### config.mk
export PLATFORM = sky130hd
export DESIGN_NAME = mirrored_stripe_seek_scheduler_flat
export DESIGN_NICKNAME = d
export VERILOG_FILES = /design/src/sv/msss_pkg.sv /design/src/sv/msss_req_if.sv /design/src/sv/msss_rsp_if.sv /design/src/sv/msss_div.sv /design/src/sv/msss_page_mem.sv /design/src/sv/mirrored_stripe_seek_scheduler.sv /design/src/flat_wrapper.sv
export SDC_FILE = /design/constraint.sdc
export NUM_CORES = 2
export LEC_CHECK = 0
export ABC_AREA = 1
export BUFFER_PORTS_ARGS = -buffer_cell sky130_fd_sc_hd__buf_4
export CAP_MARGIN = 20
export CORE_ASPECT_RATIO = 0.5
export CORE_MARGIN = 2
export CORE_UTILIZATION = 50
export DETAILED_ROUTE_END_ITERATION = 10
export GPL_ROUTABILITY_DRIVEN = 0
export HOLD_SLACK_MARGIN = 0.12
export PLACE_DENSITY = 0.67
export SETUP_SLACK_MARGIN = 0.05
export SYNTH_ARGS = -nofsm -noshare
export SYNTH_HDL_FRONTEND = slang
export SYNTH_SLANG_ARGS = --single-unit
### constraint.sdc
create_clock -name i_clk -period 4.3 [get_ports i_clk]
set_input_delay 0.43 -clock i_clk [delete_from_list [all_inputs] [get_ports i_clk]]
set_output_delay 0.43 -clock i_clk [all_outputs]
set_load 0.01 [all_outputs]
### src/sv/msss_pkg.sv
// shared widths and result codes for the mirrored stripe seek scheduler
package msss_pkg;

    localparam int PAGE_BITS   = 24;
    localparam int TS_BITS     = 32;
    localparam int CNT_BITS    = 32;
    localparam int NDISK_BITS  = 5;
    localparam int DISK_IDX_W  = 4;
    localparam int OUTCOME_W   = 3;

    typedef enum logic [OUTCOME_W-1:0] {
        OUT_NEW_SLOT  = 3'd0,
        OUT_SEQ_PRI   = 3'd1,
        OUT_SEQ_MIR   = 3'd2,
        OUT_PLACE_PRI = 3'd3,
        OUT_PLACE_MIR = 3'd4,
        OUT_CONFLICT  = 3'd5
    } t_outcome;

endpackage

### src/sv/msss_req_if.sv
// request channel: mode, logical page and arrival time
interface msss_req_if
    import msss_pkg::*;
();
    logic                 valid;
    logic                 ready;
    logic                 mode;
    logic [PAGE_BITS-1:0] page_number;
    logic [TS_BITS-1:0]   timestamp;

    modport source (output valid, mode, page_number, timestamp, input ready);
    modport sink   (input valid, mode, page_number, timestamp, output ready);
endinterface

### src/sv/msss_rsp_if.sv
// result channel: placement, outcome and running counters
interface msss_rsp_if
    import msss_pkg::*;
();
    logic                  valid;
    logic                  ready;
    logic [DISK_IDX_W-1:0] disk_index;
    logic [PAGE_BITS-1:0]  physical_page;
    logic [OUTCOME_W-1:0]  outcome;
    logic [CNT_BITS-1:0]   seek_count;
    logic [TS_BITS-1:0]    current_time;
    logic [CNT_BITS-1:0]   read_count;
    logic [CNT_BITS-1:0]   write_count;

    modport source (output valid, disk_index, physical_page, outcome, seek_count,
                    current_time, read_count, write_count, input ready);
    modport sink   (input valid, disk_index, physical_page, outcome, seek_count,
                    current_time, read_count, write_count, output ready);
endinterface

### src/sv/msss_div.sv
// radix-2 restoring divider: page number by disk count, one quotient bit a cycle
module msss_div
    import msss_pkg::*;
#(
    parameter int MAX_DISKS = 16
) (
    input  logic                         i_clk,
    input  logic                         i_rst_n,
    input  logic                         i_start,
    input  logic [PAGE_BITS-1:0]         i_dividend,
    input  logic [$clog2(MAX_DISKS+1)-1:0] i_divisor,
    output logic                         o_done,
    output logic [PAGE_BITS-1:0]         o_quot,
    output logic [$clog2(MAX_DISKS+1)-1:0] o_rem
);
    localparam int NW = $clog2(MAX_DISKS + 1);
    localparam int CW = $clog2(PAGE_BITS + 1);

    logic                 r_busy;
    logic                 r_done;
    logic [CW-1:0]        r_cnt;
    logic [PAGE_BITS-1:0] r_quot;
    logic [NW-1:0]        r_rem;
    logic [NW-1:0]        r_div;

    logic [NW:0]          c_trial;
    logic                 c_bit;
    logic [NW:0]          c_rem;

    always_comb begin
        c_trial = {r_rem, r_quot[PAGE_BITS-1]};
        c_bit   = (c_trial >= {1'b0, r_div});
        c_rem   = c_bit ? (c_trial - {1'b0, r_div}) : c_trial;
    end

    always_ff @(posedge i_clk) begin
        if (!i_rst_n) begin
            r_busy <= 1'b0;
            r_done <= 1'b0;
            r_cnt  <= '0;
        end else begin
            r_done <= 1'b0;
            if (i_start) begin
                r_busy <= 1'b1;
                r_cnt  <= '0;
            end else if (r_busy) begin
                r_cnt <= r_cnt + CW'(1);
                if (r_cnt == CW'(PAGE_BITS - 1)) begin
                    r_busy <= 1'b0;
                    r_done <= 1'b1;
                end
            end
        end
    end

    always_ff @(posedge i_clk) begin
        if (i_start) begin
            r_quot <= i_dividend;
            r_rem  <= '0;
            r_div  <= i_divisor;
        end else if (r_busy) begin
            r_quot <= {r_quot[PAGE_BITS-2:0], c_bit};
            r_rem  <= c_rem[NW-1:0];
        end
    end

    assign o_done = r_done;
    assign o_quot = r_quot;
    assign o_rem  = r_rem;
endmodule

### src/sv/msss_page_mem.sv
// last-page table per disk copy: dual read, single write, entries read zero until written
module msss_page_mem
    import msss_pkg::*;
#(
    parameter int DEPTH = 32
) (
    input  logic                     i_clk,
    input  logic                     i_rst_n,
    input  logic                     i_rd_en,
    input  logic [$clog2(DEPTH)-1:0] i_rd_addr_a,
    input  logic [$clog2(DEPTH)-1:0] i_rd_addr_b,
    output logic [PAGE_BITS-1:0]     o_rd_data_a,
    output logic [PAGE_BITS-1:0]     o_rd_data_b,
    input  logic                     i_wr_en,
    input  logic [$clog2(DEPTH)-1:0] i_wr_addr,
    input  logic [PAGE_BITS-1:0]     i_wr_data
);
    logic [PAGE_BITS-1:0] r_mem [DEPTH];
    logic [DEPTH-1:0]     r_vld;
    logic [PAGE_BITS-1:0] r_rd_a;
    logic [PAGE_BITS-1:0] r_rd_b;
    logic                 r_vld_a;
    logic                 r_vld_b;

    always_ff @(posedge i_clk) begin
        if (i_wr_en) begin
            r_mem[i_wr_addr] <= i_wr_data;
        end
        if (i_rd_en) begin
            r_rd_a <= r_mem[i_rd_addr_a];
            r_rd_b <= r_mem[i_rd_addr_b];
        end
    end

    // valid bits stand in for the all-zero reset contents
    always_ff @(posedge i_clk) begin
        if (!i_rst_n) begin
            r_vld   <= '0;
            r_vld_a <= 1'b0;
            r_vld_b <= 1'b0;
        end else begin
            if (i_wr_en) begin
                r_vld[i_wr_addr] <= 1'b1;
            end
            if (i_rd_en) begin
                r_vld_a <= r_vld[i_rd_addr_a];
                r_vld_b <= r_vld[i_rd_addr_b];
            end
        end
    end

    assign o_rd_data_a = r_vld_a ? r_rd_a : '0;
    assign o_rd_data_b = r_vld_b ? r_rd_b : '0;
endmodule

### src/sv/mirrored_stripe_seek_scheduler.sv
// top level: request sequencing, free bits, slot and counters of the seek scheduler
//
//  channel   dir  handshake          payload
//  i_req     in   valid/ready        mode, page_number, timestamp
//  o_rsp     out  valid/ready        disk_index, physical_page, outcome, 4 counters
//  i_cfg_*   in   write enable only  num_disks (5 bits)
//
// a request passes through S_DIV, S_READ, S_DECIDE and, for writes, S_WR2 before it
// returns to idle; S_DIV holds the bit-serial divide of the page by the disk count
// the result register frees the request side: a new request is taken while a
// result waits, and its update stalls only until that result is taken
// synchronous active-low reset: all copies free, table reads zero, counters zero
module mirrored_stripe_seek_scheduler
    import msss_pkg::*;
#(
    parameter int MAX_DISKS = 16
) (
    input  logic                  i_clk,
    input  logic                  i_rst_n,
    input  logic                  i_cfg_wr_en,
    input  logic [NDISK_BITS-1:0] i_cfg_wr_data,
    msss_req_if.sink              i_req,
    msss_rsp_if.source            o_rsp
);
    localparam int NW = $clog2(MAX_DISKS + 1);
    localparam int DW = (MAX_DISKS > 1) ? $clog2(MAX_DISKS) : 1;
    localparam int FW = 2 * MAX_DISKS;
    localparam int AW = $clog2(FW);

    typedef enum logic [2:0] {
        S_IDLE,
        S_DIV,
        S_READ,
        S_DECIDE,
        S_WR2
    } t_state;

    function automatic logic [CNT_BITS-1:0] sat_add(input logic [CNT_BITS-1:0] a,
                                                     input logic [1:0] b);
        logic [CNT_BITS:0] s;
        s = {1'b0, a} + (CNT_BITS+1)'(b);
        return s[CNT_BITS] ? '1 : s[CNT_BITS-1:0];
    endfunction

    t_state                r_state;
    logic [NDISK_BITS-1:0] r_num_disks;
    logic [NW-1:0]         r_n;
    logic                  r_mode;
    logic [PAGE_BITS-1:0]  r_page;
    logic [TS_BITS-1:0]    r_ts;
    logic [DW-1:0]         r_d;
    logic [AW-1:0]         r_m;
    logic [PAGE_BITS-1:0]  r_p;
    logic [FW-1:0]         r_free;
    logic [TS_BITS-1:0]    r_slot;
    logic [CNT_BITS-1:0]   r_seeks;
    logic [CNT_BITS-1:0]   r_reads;
    logic [CNT_BITS-1:0]   r_writes;
    logic                  r_div_start;

    logic                  r_out_valid;
    logic [DISK_IDX_W-1:0] r_out_disk;
    logic [PAGE_BITS-1:0]  r_out_page;
    t_outcome              r_out_outcome;

    logic                  div_done;
    logic [PAGE_BITS-1:0]  div_quot;
    logic [NW-1:0]         div_rem;
    logic [PAGE_BITS-1:0]  lp_d;
    logic [PAGE_BITS-1:0]  lp_m;

    logic [AW-1:0]         c_dx;
    logic [NW-1:0]         c_n_eff;
    logic                  c_seq_d;
    logic                  c_seq_m;
    logic                  c_free_d;
    logic                  c_free_m;
    logic                  c_ts_new;
    t_outcome              c_outcome;
    logic                  c_open;
    logic [TS_BITS-1:0]    c_slot;
    logic                  c_busy_d;
    logic                  c_busy_m;
    logic                  c_wr_mir;
    logic [FW-1:0]         c_open_mask;
    logic [FW-1:0]         c_free_next;
    logic                  c_commit;
    logic                  c_req_acc;
    logic                  mem_rd_en;
    logic                  mem_wr_en;
    logic [AW-1:0]         mem_wr_addr;

    // disk count zero acts as one, above the table size it is clamped
    always_comb begin
        if (r_num_disks == '0) begin
            c_n_eff = NW'(1);
        end else if (int'(r_num_disks) > MAX_DISKS) begin
            c_n_eff = NW'(MAX_DISKS);
        end else begin
            c_n_eff = NW'(r_num_disks);
        end
    end

    msss_div #(
        .MAX_DISKS (MAX_DISKS)
    ) u_div (
        .i_clk      (i_clk),
        .i_rst_n    (i_rst_n),
        .i_start    (r_div_start),
        .i_dividend (r_page),
        .i_divisor  (r_n),
        .o_done     (div_done),
        .o_quot     (div_quot),
        .o_rem      (div_rem)
    );

    assign c_dx = AW'(r_d);

    msss_page_mem #(
        .DEPTH (FW)
    ) u_page_mem (
        .i_clk       (i_clk),
        .i_rst_n     (i_rst_n),
        .i_rd_en     (mem_rd_en),
        .i_rd_addr_a (c_dx),
        .i_rd_addr_b (r_m),
        .o_rd_data_a (lp_d),
        .o_rd_data_b (lp_m),
        .i_wr_en     (mem_wr_en),
        .i_wr_addr   (mem_wr_addr),
        .i_wr_data   (r_p)
    );

    // scheduling decision from the table entries of both copies
    always_comb begin
        c_seq_d  = ({1'b0, lp_d} + (PAGE_BITS+1)'(1)) == {1'b0, r_p};
        c_seq_m  = ({1'b0, lp_m} + (PAGE_BITS+1)'(1)) == {1'b0, r_p};
        c_free_d = r_free[c_dx];
        c_free_m = r_free[r_m];
        c_ts_new = r_ts > r_slot;

        c_outcome = OUT_CONFLICT;
        c_open    = 1'b0;
        c_slot    = r_slot;
        c_busy_d  = 1'b0;
        c_busy_m  = 1'b0;
        c_wr_mir  = 1'b0;

        if (!r_mode) begin
            priority if (c_ts_new) begin
                c_outcome = OUT_NEW_SLOT;
                c_open    = 1'b1;
                c_slot    = r_ts;
                c_busy_d  = 1'b1;
            end else if (c_seq_d) begin
                c_outcome = OUT_SEQ_PRI;
            end else if (c_seq_m) begin
                c_outcome = OUT_SEQ_MIR;
                c_wr_mir  = 1'b1;
            end else if (c_free_d) begin
                c_outcome = OUT_PLACE_PRI;
                c_busy_d  = 1'b1;
            end else if (c_free_m) begin
                c_outcome = OUT_PLACE_MIR;
                c_busy_m  = 1'b1;
                c_wr_mir  = 1'b1;
            end else begin
                c_outcome = OUT_CONFLICT;
                c_open    = 1'b1;
                c_slot    = sat_add(r_slot, 2'd1);
                c_busy_d  = 1'b1;
            end
        end else begin
            priority if (c_ts_new) begin
                c_outcome = OUT_NEW_SLOT;
                c_open    = 1'b1;
                c_slot    = r_ts;
            end else if (c_seq_d && c_seq_m) begin
                c_outcome = OUT_SEQ_PRI;
            end else if (c_free_d && c_free_m) begin
                c_outcome = OUT_PLACE_PRI;
            end else begin
                c_outcome = OUT_CONFLICT;
                c_open    = 1'b1;
                c_slot    = sat_add(r_slot, 2'd1);
            end
            c_busy_d = (c_outcome != OUT_SEQ_PRI);
            c_busy_m = (c_outcome != OUT_SEQ_PRI);
        end

        // a new slot frees copies 0 .. 2n-1 only
        for (int i = 0; i < FW; i++) begin
            c_open_mask[i] = c_open && (i < 2 * int'(r_n));
        end
        c_free_next = (r_free | c_open_mask)
                    & ~({FW{c_busy_d}} & (FW'(1) << c_dx))
                    & ~({FW{c_busy_m}} & (FW'(1) << r_m));
    end

    assign c_commit  = (r_state == S_DECIDE) && (!r_out_valid || o_rsp.ready);
    assign c_req_acc = i_req.valid && i_req.ready;
    assign mem_rd_en = (r_state == S_READ);
    assign mem_wr_en = c_commit || (r_state == S_WR2);
    assign mem_wr_addr = ((r_state == S_WR2) || c_wr_mir) ? r_m : c_dx;

    always_ff @(posedge i_clk) begin
        if (!i_rst_n) begin
            r_state     <= S_IDLE;
            r_num_disks <= NDISK_BITS'(4);
            r_free      <= '1;
            r_slot      <= '0;
            r_seeks     <= '0;
            r_reads     <= '0;
            r_writes    <= '0;
            r_div_start <= 1'b0;
            r_out_valid <= 1'b0;
        end else begin
            r_div_start <= c_req_acc;
            if (i_cfg_wr_en) begin
                r_num_disks <= i_cfg_wr_data;
            end
            if (c_commit) begin
                r_out_valid <= 1'b1;
            end else if (o_rsp.ready) begin
                r_out_valid <= 1'b0;
            end
            unique case (r_state)
                S_IDLE: begin
                    if (c_req_acc) begin
                        r_mode      <= i_req.mode;
                        r_page      <= i_req.page_number;
                        r_ts        <= i_req.timestamp;
                        r_n         <= c_n_eff;
                        r_state     <= S_DIV;
                    end
                end
                S_DIV: begin
                    if (div_done) begin
                        r_d     <= DW'(div_rem);
                        r_m     <= AW'(div_rem) + AW'(r_n);
                        r_p     <= div_quot;
                        r_state <= S_READ;
                    end
                end
                S_READ: begin
                    r_state <= S_DECIDE;
                end
                S_DECIDE: begin
                    if (c_commit) begin
                        r_free  <= c_free_next;
                        r_slot  <= c_slot;
                        if (c_open) begin
                            r_seeks <= sat_add(r_seeks, 2'd1);
                        end
                        if (r_mode) begin
                            r_writes <= sat_add(r_writes, 2'd2);
                        end else begin
                            r_reads  <= sat_add(r_reads, 2'd1);
                        end
                        r_out_disk    <= DISK_IDX_W'(r_d);
                        r_out_page    <= r_p;
                        r_out_outcome <= c_outcome;
                        r_state       <= r_mode ? S_WR2 : S_IDLE;
                    end
                end
                S_WR2: begin
                    r_state <= S_IDLE;
                end
                default: begin
                    r_state <= S_IDLE;
                end
            endcase
        end
    end

    assign i_req.ready         = (r_state == S_IDLE);
    assign o_rsp.valid         = r_out_valid;
    assign o_rsp.disk_index    = r_out_disk;
    assign o_rsp.physical_page = r_out_page;
    assign o_rsp.outcome       = r_out_outcome;
    assign o_rsp.seek_count    = r_seeks;
    assign o_rsp.current_time  = r_slot;
    assign o_rsp.read_count    = r_reads;
    assign o_rsp.write_count   = r_writes;
endmodule

### src/flat_wrapper.sv
// flat-port wrapper written by rule: the top's interface ports become plain ports
module mirrored_stripe_seek_scheduler_flat import msss_pkg::*;
#(
    parameter int MAX_DISKS = 16
)
  (i_clk, i_rst_n, i_cfg_wr_en, i_cfg_wr_data, i_req_valid, i_req_mode, i_req_page_number, i_req_timestamp, i_req_ready, o_rsp_valid, o_rsp_disk_index, o_rsp_physical_page, o_rsp_outcome, o_rsp_seek_count, o_rsp_current_time, o_rsp_read_count, o_rsp_write_count, o_rsp_ready);
  msss_req_if i_req_i ();
  msss_rsp_if o_rsp_i ();
  input  logic i_clk;
  input  logic i_rst_n;
  input  logic i_cfg_wr_en;
  input  logic [NDISK_BITS-1:0] i_cfg_wr_data;
  input wire logic [$bits(i_req_i.valid)-1:0] i_req_valid;
  input wire logic [$bits(i_req_i.mode)-1:0] i_req_mode;
  input wire logic [$bits(i_req_i.page_number)-1:0] i_req_page_number;
  input wire logic [$bits(i_req_i.timestamp)-1:0] i_req_timestamp;
  output wire logic [$bits(i_req_i.ready)-1:0] i_req_ready;
  output wire logic [$bits(o_rsp_i.valid)-1:0] o_rsp_valid;
  output wire logic [$bits(o_rsp_i.disk_index)-1:0] o_rsp_disk_index;
  output wire logic [$bits(o_rsp_i.physical_page)-1:0] o_rsp_physical_page;
  output wire logic [$bits(o_rsp_i.outcome)-1:0] o_rsp_outcome;
  output wire logic [$bits(o_rsp_i.seek_count)-1:0] o_rsp_seek_count;
  output wire logic [$bits(o_rsp_i.current_time)-1:0] o_rsp_current_time;
  output wire logic [$bits(o_rsp_i.read_count)-1:0] o_rsp_read_count;
  output wire logic [$bits(o_rsp_i.write_count)-1:0] o_rsp_write_count;
  input wire logic [$bits(o_rsp_i.ready)-1:0] o_rsp_ready;
  assign i_req_i.valid = i_req_valid;
  assign i_req_i.mode = i_req_mode;
  assign i_req_i.page_number = i_req_page_number;
  assign i_req_i.timestamp = i_req_timestamp;
  assign i_req_ready = i_req_i.ready;
  assign o_rsp_valid = o_rsp_i.valid;
  assign o_rsp_disk_index = o_rsp_i.disk_index;
  assign o_rsp_physical_page = o_rsp_i.physical_page;
  assign o_rsp_outcome = o_rsp_i.outcome;
  assign o_rsp_seek_count = o_rsp_i.seek_count;
  assign o_rsp_current_time = o_rsp_i.current_time;
  assign o_rsp_read_count = o_rsp_i.read_count;
  assign o_rsp_write_count = o_rsp_i.write_count;
  assign o_rsp_i.ready = o_rsp_ready;
  mirrored_stripe_seek_scheduler #(.MAX_DISKS(MAX_DISKS)) u_core (.i_clk(i_clk), .i_rst_n(i_rst_n), .i_cfg_wr_en(i_cfg_wr_en), .i_cfg_wr_data(i_cfg_wr_data), .i_req(i_req_i), .o_rsp(o_rsp_i));
endmodule
**Word-level counts from Yosys, hierarchy flattened**

Memory sizes are Yosys's and may differ from the RTL's. A register that Yosys moved wholly into a read port is not among the register bits.
Index checks and enable logic that the tools add are counted.

- Flip-flop bits (word level): 371
- Memory bits (writable): 768
- Input port bits: 67
- Output and inout port bits: 161
- Word-level logic and storage cells: 242
- Memories: 1

Memory list:

| name | words | width | rd ports | clocked after Yosys merged registers in | write ports | line | text |
|---|---|---|---|---|---|---|---|
| u_core.u_page_mem.r_mem | 32 | 24 | 2 | 2 | 1 | msss_page_mem.sv:18 | `logic [PAGE_BITS-1:0] r_mem [DEPTH];` |

- Add/sub/neg operators: 9
- Magnitude comparators: 39
- Equal/unequal tests: 17
- Shift-type cells: 2
- Mux-type cells: 77
- Bitwise gates (word level): 11
- Reductions and logical operators: 57

Operator list:

| operator | number |
|---|---|
| $mux 32 | 13 |
| $and 32x32->32 | 4 |
| $add 32x1->33 const B | 3 |
| $lt 5x6->1 const A | 16 |
| $mux 24 | 4 |
| $not 32->32 | 2 |
| $or 32x32->32 | 2 |
| $add 24x1->25 const B | 2 |
| $eq 25x24->1 | 2 |
| $lt 4x6->1 const A | 8 |
| $mux 3 | 13 |
| $mux 1 | 38 |
| $logic_and 1x1->1 | 37 |
| $add 32x2->33 const B | 1 |
| $gt 32x32->1 | 1 |
| $shl 1x4->32 const A | 1 |
| $shl 1x5->32 const A | 1 |
| $lt 3x6->1 const A | 4 |
| $reduce_and 3->1 | 7 |
| $mux 5 | 3 |
| $lt 1x6->1 const A | 2 |
| $lt 2x6->1 const A | 2 |
| $lt 5x6->1 const B | 2 |
| $ne 3x2->1 const B | 4 |
| 29 further kinds | 40 |

**Logic depth before layout (Yosys ltp)**

- Depth after elaboration: 15
- Mapped depth: 27
- Mapped depth without buffers: 23

**Hierarchy**

A second synthesis with hierarchy kept.

- Cell total of the unflattened synthesis: 7494
- Area total of the unflattened synthesis: 62183.4 um^2

Modules (own cells, without submodules):

| module | instances | cells each | area an instance (um^2) | seq. area each (um^2) |
|---|---|---|---|---|
| msss_page_mem | 1 | 4627 | 41907.7 | 25184.2 |
| mirrored_stripe_seek_scheduler | 1 | 2652 | 18336.3 | 7186.9 |
| msss_div | 1 | 215 | 1939.4 | 1111.1 |

**Worst setup path after synthesis**

Ideal clock, no wire load.

- Path type: in2reg
- From: input i_rst_n
- To: register u_core.r_mode (enable)
- Arrival: 3.547 ns
- Required time: 3.818 ns
- Slack: 0.271 ns
- Cell stages on the path: 4
- Cells stage by stage: clkbuf_1 -> buf_1 -> nand2_1 -> nor2_1

- Word-level cells in the longest chain between the ends: 1

Ends and longest elaborated chain:

| what | line | text |
|---|---|---|
| start, declared | flat_wrapper.sv:10 | `input logic i_rst_n;` |
| $reduce_and 3->1 (no line) | n/a |  |
| end signal, assigned | mirrored_stripe_seek_scheduler.sv:230 | `r_mode <= i_req.mode;` |
| end, declared | mirrored_stripe_seek_scheduler.sv:48 | `logic r_mode;` |

No other way between the ends.
A chain may end at the register's enable or synchronous reset.

**Worst setup path in the final report**

- From: register u_core.r_m[1]
- To: memory u_core.u_page_mem.r_mem[8][5] (enable)

- Word-level cells in the longest chain between the ends: 10

Ends and longest elaborated chain:

| what | line | text |
|---|---|---|
| start, declared | mirrored_stripe_seek_scheduler.sv:52 | `logic [AW-1:0] r_m;` |
| start signal, assigned | mirrored_stripe_seek_scheduler.sv:240 | `r_m <= AW'(div_rem) + AW'(r_n);` |
| $bmux 1 s5 | mirrored_stripe_seek_scheduler.sv:139 | `c_free_m = r_free[r_m];` |
| $mux 1 (not written as such) | mirrored_stripe_seek_scheduler.sv:139 |  |
| $mux 1 | mirrored_stripe_seek_scheduler.sv:163 | `end else if (c_free_m) begin` |
| $mux 1 | mirrored_stripe_seek_scheduler.sv:160 | `end else if (c_free_d) begin` |
| $mux 1 | mirrored_stripe_seek_scheduler.sv:157 | `end else if (c_seq_m) begin` |
| $mux 1 | mirrored_stripe_seek_scheduler.sv:155 | `end else if (c_seq_d) begin` |
| $mux 1 | mirrored_stripe_seek_scheduler.sv:150 | `priority if (c_ts_new) begin` |
| $mux 1 | mirrored_stripe_seek_scheduler.sv:149 | `if (!r_mode) begin` |
| $logic_or 1x1->1 | mirrored_stripe_seek_scheduler.sv:204 | `assign mem_wr_addr = ((r_state == S_WR2) \|\| c_wr_mir) ? r_m : c_dx;` |
| $mux 5 (*) | mirrored_stripe_seek_scheduler.sv:204 |  |
| end, declared | msss_page_mem.sv:18 |  |

Every way passes the cells marked *; elsewhere a longest branch is shown, timed or not. The select of a mux whose other input is x is not followed.

==> flow_metrics.env <==
export IMPL_clock_buffer_depth=3
export IMPL_die_width_um=469
export IMPL_drt_antenna_violating_nets=0
export IMPL_timing_setup_tns_ns=0
export IMPL_number_of_antenna_violations_at_the_first_check_in_global_routing=12
export IMPL_route_final_wire_length_um=183000
export IMPL_cp_required_ns=4.75
export IMPL_synth_avg_cell_area_um2=10.5
export IMPL_regArea_um2=33500
export IMPL_place_worst_setup_slack_ns=0.204
export IMPL_dieArea_um2=111000
export IMPL_via_count=44200
export IMPL_p_switching_mw=5.68
export IMPL_floorplan_die_height_um=236
export IMPL_cap_viol_max_count=0
export IMPL_finalCriticalPeriod_ns=4.16
export IMPL_grt_start_max_net_pins=131
export IMPL_yosysSeqAreaShare_pct=61.9
export IMPL_max_clock_freq_mhz=241
export IMPL_r2r_worst_path_cells=19
export IMPL_path_common_cell="sky130_fd_sc_hd__buf_4"
export IMPL_synth_top_cell_by_area="sky130_fd_sc_hd__edfxtp_1"
export IMPL_worst_setup_hold_path_clk_slew_ns=0.07
export IMPL_critical_path_top_delay_family="simple AND/OR/NAND/NOR gates"
export IMPL_cp_buffers_inverters=6
export IMPL_powerDensity_nw_per_um2=382
export IMPL_timing_max_transition_violations_final=0
export IMPL_initial_utilization_pct=50.3
export IMPL_power_share_sequential_pct=52.8
export IMPL_clock_sinks=1187
export IMPL_wire_length_of_the_first_global_routing_pass_um=267000
export IMPL_port_buffers=227
export IMPL_cts_root_buf="sky130_fd_sc_hd__clkbuf_16"
export IMPL_overflow=0
export IMPL_syn_inst=5167
export IMPL_grt_setup_unrepaired="false"
export IMPL_dominantRegCellSynth="sky130_fd_sc_hd__edfxtp_1"
export IMPL_setup_ws_post_layout_ns=0.145
export IMPL_area_growth_syn_to_layout_pct=17.3
export IMPL_postLayoutCoreUtil_pct=59.0
export IMPL_post_dp_hpwl_um=118000
export IMPL_status="completed"
export IMPL_share_clk_of_total_power_pct=41.1
export IMPL_min_period_over_period_pct=96.6
export IMPL_leakage_power_nw=23.1
export IMPL_num_io_pins=228
export IMPL_tightestPinTransition_ns=1.21
export IMPL_ir_drop_v=0.000313
export IMPL_sw_frac_of_total_pct=23.4
export IMPL_first_pass_iters=6
export IMPL_post_layout_nonfiller_instances=7067
export IMPL_finish_net_count=5661
export IMPL_min_path_type="input port to flop"
export IMPL_start_kind="flop"
export IMPL_timing_max_slew_rel_slack_pct=18.0
export IMPL_grt_util_all_layers_pct=32.4
export IMPL_final_fill_count=8735
export IMPL_detail_route_iter0_violations=6895
export IMPL_critical_path_endpoint_type="flop"
export IMPL_synth_cell_area_um2=54000
export IMPL_tritoncts_num_buffers=103
export IMPL_yosys_cell_types_count=58
export IMPL_grt_pass1_vias=42100
export IMPL_tritoncts="yes"
export IMPL_crit_path_cell_trace="inv_1 -> nand2_2 -> o22ai_1 -> nor2_1 -> a21oi_1 -> o31ai_1 -> nand3_1 -> nand3_2 -> nand2_1 -> buf_4 -> nand3_4 -> buf_4 -> nand3_1 -> nand3_2 -> nor2_2 -> buf_4 -> nand2_1 -> inv_2 -> clkbuf_16"
export IMPL_setup_violations_final=0
export IMPL_post_drt_via_cell_ratio=6.26
export IMPL_internal_power_mw=18.5
export IMPL_combPwrFrac_pct=6.1
export IMPL_crit_fanout=11
export IMPL_synth_nets=5286
export IMPL_netlist_top_cells_count="sky130_fd_sc_hd__nand2_1, sky130_fd_sc_hd__edfxtp_1, sky130_fd_sc_hd__inv_1"
export IMPL_slowest_stage="sky130_fd_sc_hd__edfxtp_1"
export IMPL_category_of_the_most_critical_setup_path="flop to flop"
export IMPL_worstHoldPathCells=2
export IMPL_dp_cells=6788
export IMPL_cp_data_arrival_time_ns=4.60
export IMPL_synthTopCellsByArea="sky130_fd_sc_hd__edfxtp_1, sky130_fd_sc_hd__dfxtp_1, sky130_fd_sc_hd__nand2_1, sky130_fd_sc_hd__inv_1, sky130_fd_sc_hd__a22oi_1"
export IMPL_fin_skew_ns=0.0427
export IMPL_rows=85
export IMPL_postSynthRegisterBits=1187
export IMPL_timing_final_hold_violations=0
export IMPL_residual_drc_count=0
export IMPL_detail_route_wl_per_cell_um=26.0
export IMPL_core_area_um2=107000
export IMPL_critical_path_max_stage_delay_ns=0.59
export IMPL_area_occupied_by_multi_input_gates_um2=17500
export IMPL_ys_async_sr_fraction_pct=0
export IMPL_cts_htree_levels=3
export IMPL_critical_path_cell_count=19
export IMPL_synth_enable_flop_cells=971
export IMPL_worst_skew_pair_later_pin_latency_ns=0.76
export IMPL_synth_top_cell_area_share_pct=53.9
export IMPL_yosys_cell_count_top_type="sky130_fd_sc_hd__nand2_1"
export IMPL_yosys_warnings=0
export IMPL_final_layout_size_suffix_gt1_share_pct=13.0
[worst register-to-register path: cells and delay by family, from the launching register on]
kind,cells,cell delay (ns)
AO/OA/AOI/OAI,3,0.67
flip-flops,1,0.59
buffers and inverters,6,1.08
AND/OR/NAND/NOR,10,1.54
[cell type report]
type	count	share of cell area, %
Antenna cell	2	0.00790
Multi-Input combinational cell	3149	27.6
Tap cell	1435	2.83
Clock inverter	76	1.40
Timing Repair Buffer	552	7.78
Sequential cell	1187	52.8
Clock buffer	117	4.25
Inverter	549	3.28
[placed cells by master, fill, tap and decap left out, types with 14 or more instances in the layout]
master | netlist | final
sky130_fd_sc_hd__dlygate4sd3_1 | 0 | 75
sky130_fd_sc_hd__a21oi_1 | 244 | 244
sky130_fd_sc_hd__buf_4 | 7 | 426
sky130_fd_sc_hd__nand2_1 | 987 | 981
sky130_fd_sc_hd__dfxtp_1 | 216 | 215
sky130_fd_sc_hd__clkbuf_16 | 0 | 106
sky130_fd_sc_hd__nand4_1 | 64 | 64
sky130_fd_sc_hd__xnor2_1 | 24 | 24
sky130_fd_sc_hd__o2111ai_1 | 33 | 33
sky130_fd_sc_hd__o21a_1 | 37 | 37
sky130_fd_sc_hd__edfxtp_1 | 971 | 971
sky130_fd_sc_hd__a31oi_1 | 82 | 82
sky130_fd_sc_hd__nor4_1 | 26 | 26
sky130_fd_sc_hd__bufinv_16 | 0 | 14
sky130_fd_sc_hd__o22ai_1 | 182 | 182
sky130_fd_sc_hd__nand3_1 | 311 | 308
sky130_fd_sc_hd__o211ai_1 | 46 | 46
sky130_fd_sc_hd__inv_1 | 538 | 530
sky130_fd_sc_hd__o21ai_0 | 124 | 123
sky130_fd_sc_hd__nor2_1 | 227 | 215
sky130_fd_sc_hd__o311ai_0 | 35 | 33
sky130_fd_sc_hd__xor2_1 | 109 | 108
sky130_fd_sc_hd__a22oi_1 | 233 | 233
sky130_fd_sc_hd__nor2_2 | 19 | 24
sky130_fd_sc_hd__nand3b_1 | 16 | 16
sky130_fd_sc_hd__buf_12 | 0 | 43
sky130_fd_sc_hd__clkinv_1 | 7 | 26
sky130_fd_sc_hd__clkinv_2 | 0 | 21
sky130_fd_sc_hd__ha_1 | 50 | 50
sky130_fd_sc_hd__a221oi_1 | 107 | 107
sky130_fd_sc_hd__nor3_1 | 107 | 106
[through the flow]
step | power, mW | instance area [um^2] | hold WS [ns]
floorplan | 13.9 | 54000 | 0.427
global placement | 14.4 | 58900 | 0.436
detailed placement | 14.4 | 58900 | 0.434
CTS | 24.2 | 63200 | 0.344
global route | 24.9 | 63400 | 0.367
finish | 24.2 | 63400 | 0.388
[layer usage]
layer | track usage (%) | vias up | routed length (um)
li1 | - | 19400 | -
met4 | 15.5 | 4 | 9180
met5 | 0 | - | 33
met3 | 10.5 | 434 | 25200
met1 | 43.0 | 21300 | 68900
met2 | 48.1 | 2990 | 80200
[final timing paths]
path | endpoint | start | slack (ns)
min reg2reg | u_core.r_p[9] | u_core.u_div.o_quot[9] | 0.44
min | u_core.r_ts[13] | i_req_timestamp[13] | 0.39
max | u_core.u_page_mem.r_mem[8][5] | u_core.r_m[1] | 0.14
max reg2reg | u_core.u_page_mem.r_mem[8][5] | u_core.r_m[1] | 0.14
[power by group through the flow]
stage	registers (mW)	clock network [mW]	logic (mW)
finish	12.8	9.94	1.48
global route	12.8	10.4	1.64
CTS	12.8	9.96	1.43
detailed placement	13.0	0	1.37
global placement	13.0	0	1.34
floorplan	13.0	0	0.925
[cells by family after synthesis]
group,Yosys count,synth area share (%)
and+or+nand+nor,1799,14.4
buffers and inverters,831,5.92
DFF,1187,61.9
xor gates and xnor gates,134,2.20
AOI/OAI and AO/OA,1164,14.3
adders and majority gates,52,1.23
[timing repair]
action / in CTS / in global routing
hold buffers: 75 / 0
resized for setup: 0 / 22
buffers inserted: 0 / 3
setup endpoints to repair: 0 / 815
hold endpoints to repair: 82 / 0
[registers in the layout (all words and copies together) (netlist names), 32 cells and up]
name / cells
u_core.r_free: 32
u_core.o_rsp.current_time: 32
u_core.r_ts: 32
u_core.o_rsp.seek_count: 32
u_core.u_page_mem.r_vld: 32
u_core.o_rsp.read_count: 32
u_core.o_rsp.write_count: 32
u_core.u_page_mem.r_mem: 768
(Power assumes the default switching activity.)
